## src/sv/red_pkg.sv

```systemverilog
// Shared types, constants and arithmetic helpers for the radio energy debit block.
package red_pkg;

  localparam int NODES_DEF = 256;
  localparam int HEADS_DEF = 16;

  localparam int ADDR_W = 6;
  localparam int DATA_W = 64;

  localparam logic [2:0] REG_E_TX      = 3'd0;
  localparam logic [2:0] REG_E_RX      = 3'd1;
  localparam logic [2:0] REG_E_DA      = 3'd2;
  localparam logic [2:0] REG_E_FS      = 3'd3;
  localparam logic [2:0] REG_E_MP      = 3'd4;
  localparam logic [2:0] REG_PKT       = 3'd5;
  localparam logic [2:0] REG_CTRL_PKT  = 3'd6;
  localparam logic [2:0] REG_RX_PKTS   = 3'd7;

  localparam logic [39:0] E_TX_RST = 40'd50000000000;
  localparam logic [39:0] E_RX_RST = 40'd50000000000;
  localparam logic [39:0] E_DA_RST = 40'd5000000000;
  localparam logic [39:0] E_FS_RST = 40'd10000000;
  localparam logic [39:0] E_MP_RST = 40'd1300;
  localparam logic [15:0] PKT_RST  = 16'd4000;
  localparam logic [15:0] CTRL_RST = 16'd100;
  localparam logic [7:0]  RXP_RST  = 8'd10;

  localparam logic [2:0] KIND_SET    = 3'd0;
  localparam logic [2:0] KIND_ROUND  = 3'd1;
  localparam logic [2:0] KIND_ADD    = 3'd2;
  localparam logic [2:0] KIND_HDEBIT = 3'd3;
  localparam logic [2:0] KIND_MDEBIT = 3'd4;
  localparam logic [2:0] KIND_READ   = 3'd5;

  // energy is stored offset by the floor, so the floor is zero
  localparam logic [62:0] EN_FLOOR = 63'h4000_0000_0000_0000;

  typedef struct packed {
    logic [39:0] e_tx;
    logic [39:0] e_rx;
    logic [39:0] e_da;
    logic [39:0] e_fs;
    logic [39:0] e_mp;
    logic [15:0] packet_bits;
    logic [15:0] ctrl_packet_bits;
    logic [7:0]  rx_packets;
  } cfg_t;

  typedef enum logic [3:0] {
    ST_IDLE,
    ST_DISP,
    ST_HEAD_RD,
    ST_EN_RD,
    ST_SCAN,
    ST_MUL_GO,
    ST_MUL_WAIT,
    ST_DEBIT1,
    ST_H_RD,
    ST_H_WAIT,
    ST_OUT
  } st_t;

  function automatic logic [63:0] sadd(input logic [63:0] a, input logic [63:0] b);
    logic [64:0] s;
    s = {1'b0, a} + {1'b0, b};
    return s[64] ? '1 : s[63:0];
  endfunction

  function automatic logic [62:0] debit(input logic [62:0] room, input logic [63:0] cost);
    if (cost >= {1'b0, room}) return '0;
    return room - cost[62:0];
  endfunction

endpackage

```

## src/sv/red_regs.sv

```systemverilog
// Configuration register file behind the APB-style port.
module red_regs (
  input  logic                       clk,
  input  logic                       rst,
  input  logic                       psel,
  input  logic                       penable,
  input  logic                       pwrite,
  input  logic [red_pkg::ADDR_W-1:0] paddr,
  input  logic [red_pkg::DATA_W-1:0] pwdata,
  output logic [red_pkg::DATA_W-1:0] prdata,
  output logic                       pready,
  output red_pkg::cfg_t              cfg
);
  import red_pkg::*;

  logic [2:0] idx;
  logic       wr;

  assign idx    = paddr[ADDR_W-1:3];
  assign wr     = psel && penable && pwrite;
  assign pready = 1'b1;

  always_ff @(posedge clk) begin
    if (rst) begin
      cfg.e_tx             <= E_TX_RST;
      cfg.e_rx             <= E_RX_RST;
      cfg.e_da             <= E_DA_RST;
      cfg.e_fs             <= E_FS_RST;
      cfg.e_mp             <= E_MP_RST;
      cfg.packet_bits      <= PKT_RST;
      cfg.ctrl_packet_bits <= CTRL_RST;
      cfg.rx_packets       <= RXP_RST;
    end else if (wr) begin
      unique case (idx)
        REG_E_TX:     cfg.e_tx             <= pwdata[39:0];
        REG_E_RX:     cfg.e_rx             <= pwdata[39:0];
        REG_E_DA:     cfg.e_da             <= pwdata[39:0];
        REG_E_FS:     cfg.e_fs             <= pwdata[39:0];
        REG_E_MP:     cfg.e_mp             <= pwdata[39:0];
        REG_PKT:      cfg.packet_bits      <= pwdata[15:0];
        REG_CTRL_PKT: cfg.ctrl_packet_bits <= pwdata[15:0];
        REG_RX_PKTS:  cfg.rx_packets       <= pwdata[7:0];
        default:      ;
      endcase
    end
  end

  always_comb begin
    unique case (idx)
      REG_E_TX:     prdata = 64'(cfg.e_tx);
      REG_E_RX:     prdata = 64'(cfg.e_rx);
      REG_E_DA:     prdata = 64'(cfg.e_da);
      REG_E_FS:     prdata = 64'(cfg.e_fs);
      REG_E_MP:     prdata = 64'(cfg.e_mp);
      REG_PKT:      prdata = 64'(cfg.packet_bits);
      REG_CTRL_PKT: prdata = 64'(cfg.ctrl_packet_bits);
      REG_RX_PKTS:  prdata = 64'(cfg.rx_packets);
      default:      prdata = '0;
    endcase
  end

endmodule

```

## config.mk

```make
export PLATFORM = sky130hd
export DESIGN_NAME = red_regs
export DESIGN_NICKNAME = d
export VERILOG_FILES = /design/src/sv/red_pkg.sv /design/src/sv/red_regs.sv
export SDC_FILE = /design/constraint.sdc
export NUM_CORES = 1
export LEC_CHECK = 0
export BUFFER_PORTS_ARGS = -buffer_cell sky130_fd_sc_hd__buf_2
export CORE_AREA = 2 2 148 150
export CTS_CLUSTER_SIZE = 28
export DETAILED_ROUTE_END_ITERATION = 6
export DIE_AREA = 0 0 150 152
export PLACE_DENSITY_LB_ADDON = 0.08
export SLEW_MARGIN = 20
export SYNTH_ARGS = -nofsm -noshare
export SYNTH_HDL_FRONTEND = slang
export SYNTH_SLANG_ARGS = --single-unit
```

## constraint.sdc

```tcl
create_clock -name clk -period 4.7 [get_ports clk]
set_input_delay 0.94 -clock clk [delete_from_list [all_inputs] [get_ports clk]]
set_output_delay 0.94 -clock clk [all_outputs]
set_load 0.005 [all_outputs]
```

==> impl_metrics.yaml <==
layout:
  layout_commonest_cell: "nand2_1"
  regArea_um2: 4800
  postLayoutCellArea_um2: 13100
  multi_input_area_um2: 5130
  drive_gt1_share_pct: 27.7
  utilization_pct: 61.4
  largest_reg_flops: 240
  top_regs: "cfg: 240 flops"
  layout_common_cells: "nand2_1, buf_2, dfxtp_1, a21oi_1, nand3b_1"
  nFillCells: 1998
  largest_register: "cfg"
  synthToLayoutAreaGrowth_pct: 24.0
  num-nets-final: 1668
critical_path:
  worstSetupStartpointType: "input port"
  crit_fanout: 40
  slowest_delay_ns: 0.58
  worst-r2r-setup-slack_ns: 3.85
  crit_path_top_delay_cell: "nor2b_2"
  crit_path_frequent_cell: "buf_4"
  cpLargestDelayFamily: "buffers and inverters"
  crit_type: "input port to primary output"
  cp.arrival_ns: 2.84
  cp_num_buf_inv: 3
  crit_chain: "buf_4 > nor2b_2 > buf_4 > a22o_1 > a222oi_1 > a21oi_1 > buf_2"
  cp.required_ns: 3.76
  end_kind: "primary output"
global_routing:
  grt_use_total_pct: 31.8
  grt_pass1_wl_mm: 57.2
  antenna_found_initial: 2
  first_global_vias: 9744
  grt-ovfl-total: 0
  grt_max_degree: 150
routing:
  postRouteWirelength_mm: 37.7
  dr.pass1.iters: 5
  vias: 10600
  remaining_drc_errors: 0
  viasPerCell: 5.58
  detail_route.wl_per_cell_um: 19.9
  drt_iter0_drc: 821
  ant_nets: 0
yosys:
  synthFlopType: "dfxtp_1"
  synth.distinct_cells: 43
  synth_warnings: 0
  synth_seq_cells: 240
  synth_edf_count: 0
  synth_top_area_share_pct: 45.5
  syn_avg_cell_area_um2: 7.96
  syn_area_um2: 10600
  seq_area_frac_synth_pct: 45.5
  async_flop_share_pct: 0
  yosysTopAreaCell: "dfxtp_1"
  synthTopCellsByArea: "dfxtp_1, nand2_1, a21oi_1, nand3b_1, mux4_2"
  syn_inst: 1328
floorplan:
  ios: 380
  start_util_pct: 49.5
  fp-row-count: 54
  die_x_um: 150
  core_um2: 21400
  die_y_um: 152
  dieArea_um2: 22800
timing:
  relSlewSlack_pct: 25.4
  slew_violations: 0
  clock_skew_ns: 0
  hold_viol: 0
  setup_viol: 0
  fin_setup_tns_ns: 0
  fin_crit_sh_pct: 80.3
  fin_hold_ws_ns: 0.467
  grt_setup_unrepaired: "false"
  post-route-min-period_ns: 3.78
  tightest_slew_ns: 1.11
  max_clock_freq_mhz: 265
clock_network:
  cts.repair.resized: 0
  cts_max_level: 1
  clk_pin_slew_ns: 0.06
  postCtsHoldBufs: 0
  cts-root-buf: "clkbuf_16"
  numCtsBuffers: 26
  cts_setup_buffers: 0
  clock_sinks: 240
  cts_tree: "done"
  worstSkewPairLatency_ns: 0.52
  cts.path.max_buffers: 3
placement:
  place_hpwl_mm: 24.2
  gp_congestion: 0.809
  numPortBuffers: 327
  placedInstanceArea_um2: 12200
status:
  outcome: "finished, final reports clean"
power_and_ir_drop:
  leakagePower_nw: 5.71
  p_total_mw: 4.63
  peakVddDrop_v: 0.000260
  p_per_area_nw_per_um2: 353
hold_path:
  worstHoldPathType: "flop to flop"
flow_run:
  max_cap_violations: 0
## tightest hold or removal path: cells and delay by family (launching register included)
family | cells | cell delay, ns
flip-flops | 1 | 0.32
AND/OR/NAND/NOR | 1 | 0.05
AO/OA/AOI/OAI | 1 | 0.05
## per-layer routing
layer  wire length [um]  vias to the layer above  track usage (%)
met5                  0                        -                0
met4               1090                        0             10.8
met3               3090                       74             6.10
met2              17600                      469             50.9
met1              15900                     5086             43.0
li1                   -                     4948                -
## synthesized netlist by cell type, drive strengths merged, types with 6 or more instances
library cell and count:
nor2 45, a222oi 8, mux4 15, mux2 6, a21oi 196, a22oi 6, a221oi 15, nand2b 11
buf 87, a22o 33, clkbuf 51, o21ai 15, nand2 473, inv 11, dfxtp 240, nand3b 61
mux2i 15
## power by group
part	internal [mW]	switching [mW]	total, mW	leakage (nW)
sequential	2.05	0.0147	2.07	1.94
clock	1.37	0.851	2.23	0.473
combinational	0.121	0.212	0.333	3.30
## final timing paths
kind	startpoint	to	cells past startpoint
max	paddr[4]	prdata[38]	7
min	cfg[17]$_SDFFE_PP0P_	cfg[17]$_SDFFE_PP0P_	2
max reg2reg	cfg[132]$_SDFFE_PP1P_	cfg[132]$_SDFFE_PP1P_	3
min reg2reg	cfg[17]$_SDFFE_PP0P_	cfg[17]$_SDFFE_PP0P_	2
## per-stage QoR
step                std cells  setup WS, ns
finish                   1894         0.924
global placement         1845         0.991
floorplan                1351          1.75
global route             1894         0.872
CTS                      1892         0.955
detailed placement       1845         0.963
## kinds of logic (layout without fill, tap and decap cells)
group                  after synthesis  in the layout  synth area share (%)
and+or+nand+nor                    610            610                  25.1
DFF                                240            240                  45.5
muxes                               36             36                  5.26
AOI/OAI and AO/OA                  291            291                  16.8
other                                2             27                0.0711
buffers and inverters              149            410                  7.28
## cell type report
cell class,count,area share [%]
antenna,2,0.0382
clock buffer,35,5.92
clock inverter,12,1.25
inverter,11,0.315
multi-input combinational,962,39.2
sequential,240,36.7
tap,280,2.67
timing repair buffer,352,14.0
Power figures use the tool's default switching activity.
